==> src/hdl/ccss_pkg.sv <==
// ----------------------------------------------------------------------------
// ccss_pkg
// field widths, stage types and the month length table of the one-second step
// ----------------------------------------------------------------------------
package ccss_pkg;

  localparam int MonthW  = 4;
  localparam int DayW    = 5;
  localparam int YearW   = 14;
  localparam int HourW   = 5;
  localparam int MinuteW = 6;
  localparam int SecondW = 6;

  // year / 25 by reciprocal: floor(y * Recip25 / 2^Recip25Sh), exact below 2^14
  localparam int Recip25Sh = 20;
  localparam int Recip25   = (1 << Recip25Sh) / 25 + 1;
  localparam int RecipW    = 16;
  localparam int ProdW     = YearW + RecipW;
  localparam int QuotW     = ProdW - Recip25Sh;

  localparam logic [MonthW-1:0]  MonthJan  = 4'd1;
  localparam logic [MonthW-1:0]  MonthFeb  = 4'd2;
  localparam logic [MonthW-1:0]  MonthDec  = 4'd12;
  localparam logic [DayW-1:0]    DayFirst  = 5'd1;
  localparam logic [YearW-1:0]   YearLast  = 14'd9999;
  localparam logic [HourW-1:0]   HourLast  = 5'd23;
  localparam logic [MinuteW-1:0] MinuteLast = 6'd59;
  localparam logic [SecondW-1:0] SecondLast = 6'd59;

  typedef struct packed {
    logic [MonthW-1:0]  month;
    logic [DayW-1:0]    day;
    logic [YearW-1:0]   year;
    logic [HourW-1:0]   hour;
    logic [MinuteW-1:0] minute;
    logic [SecondW-1:0] second;
  } stamp_t;

  // carry chain flags worked out in the second stage
  typedef struct packed {
    logic bad;
    logic sec_wrap;
    logic min_wrap;
    logic hour_wrap;
    logic month_end;
    logic year_end;
    logic last_year;
  } carry_t;

  function automatic logic [DayW-1:0] month_days(input logic [MonthW-1:0] month,
                                                 input logic leap);
    logic [DayW-1:0] len;
    unique case (month)
      4'd1, 4'd3, 4'd5, 4'd7, 4'd8, 4'd10, 4'd12: len = 5'd31;
      4'd4, 4'd6, 4'd9, 4'd11:                    len = 5'd30;
      MonthFeb:                                   len = leap ? 5'd29 : 5'd28;
      default:                                    len = 5'd31;
    endcase
    return len;
  endfunction

endpackage

==> src/hdl/calendar_clock_second_step_core.sv <==
// ----------------------------------------------------------------------------
// calendar_clock_second_step_core
// advances a gregorian date and 24-hour time by one second
// ----------------------------------------------------------------------------
// usage
//   a request (month, day, year, hour, minute, second) is taken at the rising
//   edge where start is high and busy is low; busy is always low, so a new
//   request may be given in every cycle
//   the result shows on the out_* ports together with valid_o for exactly one
//   cycle, once the request has passed the stage 1, 2 and 3 registers, and is
//   taken at the edge that ends that cycle; results come back in request order, one per request
//   throughput is one request per cycle; a request passes through the
//   three register stages: operand capture with the year / 25 product, leap
//   year, month length and carry flags, then the final increment
//   input_invalid_o flags a field out of range or a day past the month end;
//   the date and time are then returned unchanged
//   reset clears the stage valid bits only, so nothing is in flight after it
//   the receiver cannot hold results off, so the pipeline never stalls
// ----------------------------------------------------------------------------
module calendar_clock_second_step_core
  import ccss_pkg::*;
(
  input  logic               clk_i,
  input  logic               rst_ni,
  input  logic               start,
  output logic               busy,
  input  logic [MonthW-1:0]  in_month_i,
  input  logic [DayW-1:0]    in_day_i,
  input  logic [YearW-1:0]   in_year_i,
  input  logic [HourW-1:0]   in_hour_i,
  input  logic [MinuteW-1:0] in_minute_i,
  input  logic [SecondW-1:0] in_second_i,
  output logic               valid_o,
  output logic [MonthW-1:0]  out_month_o,
  output logic [DayW-1:0]    out_day_o,
  output logic [YearW-1:0]   out_year_o,
  output logic [HourW-1:0]   out_hour_o,
  output logic [MinuteW-1:0] out_minute_o,
  output logic [SecondW-1:0] out_second_o,
  output logic               input_invalid_o
);

  // ---- stage 1: capture request, start year / 25 -------------------------
  logic             s1_valid_q;
  stamp_t           s1_stamp_q;
  logic [ProdW-1:0] s1_prod_q;
  logic             accept;

  // pipeline always moves, so a request is never refused
  assign busy   = 1'b0;
  assign accept = start && !busy;

  always_ff @(posedge clk_i or negedge rst_ni) begin
    if (!rst_ni) begin
      s1_valid_q <= 1'b0;
    end else begin
      s1_valid_q <= accept;
    end
  end

  // payload needs no reset, only the valid bit does
  always_ff @(posedge clk_i) begin
    if (accept) begin
      s1_stamp_q <= '{month: in_month_i, day: in_day_i, year: in_year_i,
                      hour: in_hour_i, minute: in_minute_i, second: in_second_i};
      s1_prod_q  <= ProdW'(in_year_i) * ProdW'(Recip25);
    end
  end

  // ---- stage 2: leap year, month length, range checks, carry flags --------
  logic [QuotW-1:0] s2_quot;
  logic [YearW-1:0] s2_quot25;
  logic             s2_div25;
  logic             s2_leap;
  logic [DayW-1:0]  s2_mlen;
  carry_t           s2_carry_d;
  carry_t           s2_carry_q;
  stamp_t           s2_stamp_q;
  logic             s2_valid_q;

  always_comb begin
    s2_quot   = s1_prod_q[ProdW-1:Recip25Sh];
    // q * 25 as shift and add
    s2_quot25 = YearW'({s2_quot, 4'b0}) + YearW'({s2_quot, 3'b0}) + YearW'(s2_quot);
    s2_div25  = (s2_quot25 == s1_stamp_q.year);
    // divisible by 4 and either not by 100 or also by 400 (16 * 25)
    s2_leap   = (s1_stamp_q.year[1:0] == 2'b00)
                && (!s2_div25 || (s1_stamp_q.year[3:0] == 4'b0000));
    s2_mlen   = month_days(s1_stamp_q.month, s2_leap);

    s2_carry_d.bad       = (s1_stamp_q.month < MonthJan) || (s1_stamp_q.month > MonthDec)
                           || (s1_stamp_q.year > YearLast) || (s1_stamp_q.hour > HourLast)
                           || (s1_stamp_q.minute > MinuteLast)
                           || (s1_stamp_q.second > SecondLast)
                           || (s1_stamp_q.day < DayFirst) || (s1_stamp_q.day > s2_mlen);
    s2_carry_d.sec_wrap  = (s1_stamp_q.second == SecondLast);
    s2_carry_d.min_wrap  = (s1_stamp_q.minute == MinuteLast);
    s2_carry_d.hour_wrap = (s1_stamp_q.hour == HourLast);
    s2_carry_d.month_end = (s1_stamp_q.day == s2_mlen);
    s2_carry_d.year_end  = (s1_stamp_q.month == MonthDec);
    s2_carry_d.last_year = (s1_stamp_q.year == YearLast);
  end

  always_ff @(posedge clk_i or negedge rst_ni) begin
    if (!rst_ni) begin
      s2_valid_q <= 1'b0;
    end else begin
      s2_valid_q <= s1_valid_q;
    end
  end

  always_ff @(posedge clk_i) begin
    if (s1_valid_q) begin
      s2_stamp_q <= s1_stamp_q;
      s2_carry_q <= s2_carry_d;
    end
  end

  // ---- stage 3: ripple the increment through the fields -------------------
  stamp_t s3_stamp_d;
  logic   s3_min_step;
  logic   s3_hour_step;
  logic   s3_date_step;
  stamp_t s3_stamp_q;
  logic   s3_bad_q;
  logic   s3_valid_q;

  always_comb begin
    s3_stamp_d   = s2_stamp_q;
    s3_min_step  = s2_carry_q.sec_wrap;
    s3_hour_step = s3_min_step && s2_carry_q.min_wrap;
    s3_date_step = s3_hour_step && s2_carry_q.hour_wrap;

    if (!s2_carry_q.bad) begin
      s3_stamp_d.second = s2_carry_q.sec_wrap ? '0 : s2_stamp_q.second + SecondW'(1);
      if (s3_min_step) begin
        s3_stamp_d.minute = s2_carry_q.min_wrap ? '0 : s2_stamp_q.minute + MinuteW'(1);
      end
      if (s3_hour_step) begin
        s3_stamp_d.hour = s2_carry_q.hour_wrap ? '0 : s2_stamp_q.hour + HourW'(1);
      end
      // midnight: day, then month, then year
      if (s3_date_step) begin
        priority if (!s2_carry_q.month_end) begin
          s3_stamp_d.day = s2_stamp_q.day + DayW'(1);
        end else if (s2_carry_q.year_end) begin
          s3_stamp_d.day   = DayFirst;
          s3_stamp_d.month = MonthJan;
          s3_stamp_d.year  = s2_carry_q.last_year ? '0 : s2_stamp_q.year + YearW'(1);
        end else begin
          s3_stamp_d.day   = DayFirst;
          s3_stamp_d.month = s2_stamp_q.month + MonthW'(1);
        end
      end
    end
  end

  always_ff @(posedge clk_i or negedge rst_ni) begin
    if (!rst_ni) begin
      s3_valid_q <= 1'b0;
    end else begin
      s3_valid_q <= s2_valid_q;
    end
  end

  always_ff @(posedge clk_i) begin
    if (s2_valid_q) begin
      s3_stamp_q <= s3_stamp_d;
      s3_bad_q   <= s2_carry_q.bad;
    end
  end

  // ---- result ports ---------------------------------------------------------
  assign valid_o         = s3_valid_q;
  assign out_month_o     = s3_stamp_q.month;
  assign out_day_o       = s3_stamp_q.day;
  assign out_year_o      = s3_stamp_q.year;
  assign out_hour_o      = s3_stamp_q.hour;
  assign out_minute_o    = s3_stamp_q.minute;
  assign out_second_o    = s3_stamp_q.second;
  assign input_invalid_o = s3_bad_q;

endmodule

==> config.mk <==
export PLATFORM = sky130hd
export DESIGN_NAME = calendar_clock_second_step_core
export DESIGN_NICKNAME = d
export VERILOG_FILES = /design/src/hdl/ccss_pkg.sv /design/src/hdl/calendar_clock_second_step_core.sv
export SDC_FILE = /design/constraint.sdc
export NUM_CORES = 1
export LEC_CHECK = 0
export ABC_AREA = 1
export ABC_CLOCK_PERIOD_IN_PS = 4500
export BUFFER_PORTS_ARGS = -buffer_cell sky130_fd_sc_hd__buf_2
export CAP_MARGIN = 25
export CELL_PAD_IN_SITES_DETAIL_PLACEMENT = 1
export CELL_PAD_IN_SITES_GLOBAL_PLACEMENT = 1
export CORE_MARGIN = 2
export CORE_UTILIZATION = 48
export DETAILED_ROUTE_END_ITERATION = 10
export PLACE_DENSITY = 0.84
export SYNTH_ARGS = -nofsm -noshare
export SYNTH_HDL_FRONTEND = slang
export SYNTH_SLANG_ARGS = --single-unit
==> constraint.sdc <==
create_clock -name clk_i -period 4.5 [get_ports clk_i]
set_clock_uncertainty 0.15 [all_clocks]
set_input_delay 0.45 -clock clk_i [delete_from_list [all_inputs] [get_ports clk_i]]
set_output_delay 0.45 -clock clk_i [all_outputs]
set_load 0.05 [all_outputs]
==> flow_metrics.env, run 1 <==
export IMPL_status="finished clean"
export IMPL_drv_slew=0
export IMPL_synth_most_common_cell="inv_1"
export IMPL_yosysSeqAreaShare_pct=41.7
export IMPL_async_reset_ff_share_pct=2.13
export IMPL_cts_setup_buffers=0
export IMPL_reg2reg_from="s1_prod_q[21]"
export IMPL_synth_common_cells="223 x inv_1, 138 x edfxtp_1, 135 x nand2_1"
export IMPL_p_switching_w=0.00374
export IMPL_gp_congestion=0.852
export IMPL_n_antenna_cell=0
export IMPL_syn_nets=1208
export IMPL_max_cap_violations=0
export IMPL_cp_start_kind="primary input"
export IMPL_synth_seq_cells=141
export IMPL_grt_pass1_wl_mm=42.8
export IMPL_leakagePower_nw=5.72
export IMPL_area_growth_pct=18.6
export IMPL_holdPathStages=1
export IMPL_crit_family="adder cells"
export IMPL_cp_end_kind="flop"
export IMPL_yosysTopAreaCellShare_pct=40.9
export IMPL_rr_worst_depth=19
export IMPL_grt_max_degree=49
export IMPL_drtPass1Iterations=4
export IMPL_wl_met1_mm=10.2
export IMPL_r2r_slack_ns=0.47
export IMPL_drive_above_1_share_pct=18.3
export IMPL_antenna_found_initial=0
export IMPL_swShare_pct=46.0
export IMPL_period_needed_ns=4.46
export IMPL_critPathMaxStageDelay_ns=0.60
export IMPL_comb_power_share_pct=61.8
export IMPL_worstHoldPathType="primary input to flop"
export IMPL_pin_count=86
export IMPL_clkTransAtPathRegs_ns=0.06
export IMPL_slowest_stage="fa_2"
export IMPL_start_util_pct=48.5
export IMPL_power_density_nw_per_um2=678
export IMPL_antenna_left=0
export IMPL_drtIter0Drc=292
export IMPL_hold_slack_ns=0.0435
export IMPL_core_area_sq_um=20900
export IMPL_worst_setup_path_type="primary input to flop"
export IMPL_path_cells="buf_2 -> ha_1 -> inv_1 -> fa_1 -> inv_1 -> fa_1 -> inv_1 -> fa_1 -> inv_1 -> fa_2 -> ha_4 -> nand2_2 -> o21ai_0 -> a21oi_1 -> inv_1 -> a21oi_1 -> buf_4 -> nor2_1 -> nor2_1 -> xnor2_1"
export IMPL_cts_tree="yes"
export IMPL_synth_top_cell_by_area="edfxtp_1"
export IMPL_rsz0062_at_grt="true"
export IMPL_ctsRootBufferMaster="clkbuf_16"
export IMPL_die_area_sq_um=22300
export IMPL_p_int_w=0.00440
export IMPL_setup_tns_ns=0
export IMPL_power_total_w=0.00814
export IMPL_hpwl_mm=22.1
export IMPL_cts_buffers=17
export IMPL_r2r_end="s2_carry_q[6]"
export IMPL_hold_viol=0
export IMPL_tightest_slew_ns=0.634
export IMPL_first_global_vias=8427
export IMPL_p_seq_share_pct=22.1
export IMPL_crit_fanout=6
export IMPL_grt_ovfl_total=0
export IMPL_drcViolationCount=0
export IMPL_dr_total_vias=7466
export IMPL_wl_met3_microns=801
export IMPL_htreeDepth=4
export IMPL_cts_sinks=141
export IMPL_post_route_util_pct=57.5
export IMPL_post_route_period_util_pct=99.0
export IMPL_regArea_sq_um=4220
export IMPL_synth_avg_cell_area_sq_um=10.3
export IMPL_critPathLaunch="in_year_i[11]"
export IMPL_cts_buffer_depth=2
export IMPL_clkPwrFrac_pct=16.1
export IMPL_crit_path_end="s1_prod_q[25]"
export IMPL_syn_inst=978
export IMPL_fmax_ghz=0.224
export IMPL_grt_usage_pct=25.3
export IMPL_multiInputGateArea_sq_um=5150
export IMPL_fp_row_count=53
export IMPL_required_ns=4.53
export IMPL_arrival_ns=4.48
export IMPL_path_buf_inv=7
export IMPL_cp_num_cells=20
export IMPL_wl_per_cell_microns=19.0
export IMPL_clk_latency_ns=0.43
export IMPL_top_layer="met4"
export IMPL_crit_top_cell="inv_1"
export IMPL_wl_mm=27.1
export IMPL_synth_flop_cell="edfxtp_1"
export IMPL_slew_headroom_pct=57.7
export IMPL_synth_distinct_cells=45
export IMPL_die_y_microns=149
export IMPL_vias_per_cell=5.24
export IMPL_synth_cell_area_sq_um=10100
export IMPL_portBuffers=84
export IMPL_fin_nets=1366
export IMPL_yosys_warnings=0
export IMPL_ir_drop_mv=0.379
export IMPL_setup_viol=0
export IMPL_fillers=2348
export IMPL_synthTopCellsByArea="edfxtp_1 41%, ha_1 14%, fa_1 14%"
export IMPL_synth_edf_count=138
export IMPL_wl_met2_mm=15.0
export IMPL_die_w_microns=149
per-stage QoR:
stage	instance area, sq um	setup WS, ns	std cells
2_1_floorplan	10100	0.0809	978
3_3_place_gp	11300	-0.262	1389
3_5_place_dp	11300	-0.441	1390
4_1_cts	11900	0.0331	1423
5_1_grt	12000	-0.199	1424
6_report	12000	0.0430	1424
power by group through the flow:
stage                     combinational [W]  sequential, W  clock, W
after floorplan                     0.00290        0.00187         0
after global placement              0.00414        0.00181         0
after detailed placement            0.00449        0.00183         0
after CTS                           0.00462        0.00181   0.00133
after global routing                0.00558        0.00181   0.00139
final                               0.00503        0.00180   0.00131
layout make-up:
type	instances	share of cell area (%)
inverter	227	7.12
clock inverter	15	1.07
sequential	141	35.1
timing repair buffer	142	7.36
clock buffer	17	3.54
tap	275	2.87
multi-input combinational	607	42.9
registers in the layout, indices dropped and copies added, names as in the netlist, 4 cells and up:
name          cells
out_year_o       14
out_minute_o      6
out_hour_o        5
s1_prod_q        10
out_day_o         5
out_month_o       4
s1_stamp_q       40
out_second_o      6
s2_stamp_q       40
s2_carry_q        6
how the worst min path moves through the flow:
stage / startpoint / to / slack (ns)
global route: in_second_i[1] / s1_stamp_q[1] / 0.03
finish: in_second_i[5] / s1_stamp_q[5] / 0.04
detailed placement: rst_ni / valid_o / 0.10
global placement: rst_ni / valid_o / 0.10
CTS: in_second_i[5] / s1_stamp_q[5] / 0.03
floorplan: rst_ni / s1_valid_q / 0.004
logic make-up after synthesis:
| kind of cell | after synthesis | synth area share (%) |
|---|---|---|
| flops | 141 | 41.7 |
| compound gates | 108 | 5.93 |
| other cells | 1 | 0.0370 |
| fa+ha+maj | 187 | 28.3 |
| xor+xnor | 31 | 2.68 |
| simple gates | 280 | 12.7 |
| buf+inv | 230 | 8.68 |
cell usage in the layout, fill, tap and decap left out, types with 3 or more instances in the layout:
master      netlist  routed
nand2_1         135     134
inv_6             0       5
xnor2_1          12      12
nand4_1          10      10
a21oi_1          47      43
nor4_2            0       3
edfxtp_1        138     138
a21oi_2           0       4
o21ai_1           4       6
buf_2             1      84
inv_2             3       3
o21ai_0          31      29
a211oi_1          4       4
fa_1             70      69
clkinvlp_4        0       4
inv_8             0       3
nor3b_1           3       3
nor3_1            7       7
nor2_1           61      61
clkbuf_16         0      17
o31ai_1           3       3
ha_1            117     111
xor2_1           19      18
o22ai_1           7       7
inv_1           223     223
nand3_1          41      41
buf_4             1      55
ha_4              0       6
timing repair:
item	4_1_cts	5_1_grt
endpoints found under the hold margin	3	0
endpoints found under the setup margin	1	9
resized for setup	1	18
pin swaps	0	5
hold buffers	1	0
per-layer routing:
layer | track usage, % | vias to the layer above
met4 | 11.4 | 0
met3 | 4.59 | 70
met5 | 0 | -
met1 | 26.9 | 3700
li1 | - | 3528
met2 | 48.4 | 168
Power figures use the tool's default switching activity.
==> run 2, diff against run 1 <==
==> config.mk (replaced) <==
export PLATFORM = sky130hd
export DESIGN_NAME = calendar_clock_second_step_core
export DESIGN_NICKNAME = d
export VERILOG_FILES = /design/src/hdl/ccss_pkg.sv /design/src/hdl/calendar_clock_second_step_core.sv
export SDC_FILE = /design/constraint.sdc
export NUM_CORES = 1
export LEC_CHECK = 0
export CAP_MARGIN = 25
export CELL_PAD_IN_SITES_DETAIL_PLACEMENT = 1
export CELL_PAD_IN_SITES_GLOBAL_PLACEMENT = 1
export CORE_MARGIN = 2
export CORE_UTILIZATION = 53
export DETAILED_ROUTE_END_ITERATION = 10
export DONT_BUFFER_PORTS = 1
export PLACE_DENSITY = 0.85
export SYNTH_ARGS = -nofsm -noshare
export SYNTH_HDL_FRONTEND = slang
export SYNTH_SLANG_ARGS = --single-unit
==> run 2 against run 1 <==
  * The flow now finishes with violations (negative setup slack)
  * Via count shrank 3.7%
  * Sequential cell count is the same
  * Worst setup slack lost 0.25 ns
  * Critical path type unchanged
  * Largest power group unchanged
==> flow_metrics.env, run 2 <==
export IMPL_violations="negative setup slack"
export IMPL_rsz0062_at_grt="true"
export IMPL_layout_commonest_cell="inv_1"
export IMPL_leakagePower_nw=5.06
export IMPL_wl_per_cell_microns=27.4
export IMPL_post_route_period_util_pct=105
export IMPL_async_reset_ff_share_pct=2.13
export IMPL_cp_end_kind="flop"
export IMPL_clk_latency_ns=0.44
export IMPL_worst_setup_path_type="primary input to flop"
export IMPL_synth_edf_count=138
export IMPL_die_w_microns=139
export IMPL_grt_usage_pct=32.3
export IMPL_finalWorstSetupSlack_ns=-0.208
export IMPL_synthAdderAreaFrac_pct=29.6
export IMPL_start_util_pct=53.9
export IMPL_synth_most_common_cell="inv_1"
export IMPL_period_needed_ns=4.71
export IMPL_cts_buffers=17
export IMPL_synth_compound_area_share_pct=8.24
export IMPL_crit_fanout=6
export IMPL_fp_row_count=49
export IMPL_power_density_nw_per_um2=723
export IMPL_cts_buffer_depth=2
export IMPL_setup_viol=9
export IMPL_n_antenna_cell=0
export IMPL_grt_pass1_wl_mm=47.5
export IMPL_yosys_warnings=0
export IMPL_grt_ovfl_total=0
export IMPL_max_cap_violations=0
export IMPL_placed_cells=1082
export IMPL_drtPass1Iterations=5
export IMPL_wl_mm=32.0
export IMPL_synth_top_family_by_area="adder cells"
export IMPL_antenna_left=0
export IMPL_ctsRootBufferMaster="clkbuf_16"
export IMPL_ir_drop_mv=0.422
export IMPL_reg2reg_from="s1_prod_q[20]"
export IMPL_fillers=1781
export IMPL_required_ns=4.64
export IMPL_drv_slew=0
export IMPL_hold_viol=0
export IMPL_first_global_vias=8069
export IMPL_vias_per_cell=6.17
export IMPL_synth_flop_cell="edfxtp_1"
export IMPL_status="finished with violations"
export IMPL_drtIter0Drc=786
export IMPL_synthMuxAreaShare_pct=0.439
export IMPL_fmax_ghz=0.212
export IMPL_arrival_ns=4.84
export IMPL_place_ws_ns=-0.482
export IMPL_synth_avg_cell_area_sq_um=11.7
export IMPL_antenna_found_initial=1
export IMPL_synth_top_cell_by_area="edfxtp_1"
export IMPL_synth_simple_area_share_pct=8.63
export IMPL_fin_cells=1165
export IMPL_tightest_slew_ns=0.760
export IMPL_clkTransAtPathRegs_ns=0.07
export IMPL_synth_distinct_cells=51
export IMPL_critPathMaxStageDelay_ns=0.59
export IMPL_hold_slack_ns=0.153
export IMPL_synth_xor_area_share_pct=2.89
export IMPL_die_y_microns=139
export IMPL_mostFrequentLayoutCells="150 x inv_1, 138 x edfxtp_1, 100 x ha_1"
export IMPL_fin_nets=1153
export IMPL_syn_inst=831
export IMPL_synth_common_cells="159 x inv_1, 138 x edfxtp_1, 117 x ha_1"
export IMPL_drive_above_1_share_pct=14.1
export IMPL_yosysSeqAreaShare_pct=43.6
export IMPL_portBuffers=0
export IMPL_crit_top_cell="inv_1"
export IMPL_cts_tree="yes"
export IMPL_setup_tns_ns=-1.06
export IMPL_htreeDepth=4
export IMPL_core_area_sq_um=18000
export IMPL_cp_start_kind="primary input"
export IMPL_area_growth_pct=20.3
export IMPL_path_cells="ha_1 -> inv_1 -> fa_1 -> inv_1 -> ha_1 -> ha_1 -> inv_1 -> fa_1 -> inv_1 -> ha_4 -> and4_4 -> a41oi_4 -> a2111oi_4 -> buf_4 -> nor3_4 -> o41ai_2 -> a211oi_2 -> nor2_1"
export IMPL_synthTopCellsByArea="edfxtp_1 43%, ha_1 15%, fa_1 14%"
export IMPL_slew_headroom_pct=48.6
export IMPL_critPathLaunch="in_year_i[3]"
export IMPL_synth_cell_area_sq_um=9690
export IMPL_die_area_sq_um=19400
export IMPL_pin_count=86
export IMPL_slowest_stage="fa_1"
export IMPL_dr_total_vias=7188
export IMPL_gp_congestion=0.861
export IMPL_cts_sinks=141
export IMPL_yosysTopAreaCellShare_pct=42.8
export IMPL_grt_max_degree=52
export IMPL_hpwl_mm=19.8
export IMPL_synth_seq_cells=141
export IMPL_drcViolationCount=0
export IMPL_worstHoldPathType="primary input to async pin"
export IMPL_syn_nets=1061
==> run 2: logic make-up after synthesis <==
family          after synthesis
compound gates              128
xor+xnor                     32
fa+ha+maj                   187
buf+inv                     169
flops                       141
mux                           4
other cells                   1
simple gates                169
==> run 2: path summary, 6_finish.rpt <==
check                            endpoint  slack, ns  depth (start not counted)
max                         s1_prod_q[27]      -0.21                         18
min                               valid_o       0.15                          1
max reg2reg                 s2_carry_q[6]       0.02                         16
min reg2reg                s2_stamp_q[14]       0.31                          0
max in group asynchronous      s1_valid_q       3.83                          1
min in group clk_i             s1_valid_q       0.16                          1
==> run 2: worst max-delay path: cells and delay by family <==
kind,cells,cell delay (ns)
compound gates,4,1.12
simple gates,3,0.45
fa+ha+maj,6,2.31
buf+inv,5,0.48
==> run 2: report_power, final <==
part,internal [W],leakage (nW),total (W),switching [W]
clock network,0.000882,0.296,0.00151,0.000626
registers,0.00166,1.39,0.00192,0.000254
logic,0.00215,3.38,0.00499,0.00285
total,0.00469,5.06,0.00842,0.00372
==> run 2: cell type report <==
| class | count | area (sq um) | area share [%] |
|---|---|---|---|
| tap | 229 | 287 | 2.46 |
| timing repair buffer | 83 | 766 | 6.57 |
| clock inverter | 15 | 185 | 1.59 |
| clock buffer | 17 | 425 | 3.65 |
| multi-input combinational | 521 | 5160 | 44.3 |
| sequential | 141 | 4220 | 36.2 |
| inverter | 159 | 601 | 5.16 |
==> run 2: timing repair <==
item                       4_1_cts  5_1_grt
buffers inserted                 4        4
hold buffers                    42        0
setup endpoints to repair        2       10
gates resized for setup          6       33
pin swaps                        8       17
hold endpoints to repair        94        0
==> run 2: per-stage QoR <==
stage / util (%) / total power (W) / cell area, sq um
final: 64.8 / 0.00842 / 11600
after global routing: 64.8 / 0.00873 / 11600
after CTS: 63.6 / 0.00760 / 11400
after detailed placement: 57.4 / 0.00577 / 10300
after global placement: 57.4 / 0.00534 / 10300
after floorplan: - / 0.00462 / 9820
==> run 2: per-layer routing <==
| metal | track usage, % | wire, microns | up-vias |
|---|---|---|---|
| li1 | - | - | 3042 |
| met1 | 36.3 | 11400 | 3649 |
| met2 | 60.7 | 17000 | 357 |
| met3 | 4.66 | 1650 | 138 |
| met4 | 14.5 | 1880 | 2 |
| met5 | 0 | 8 | - |
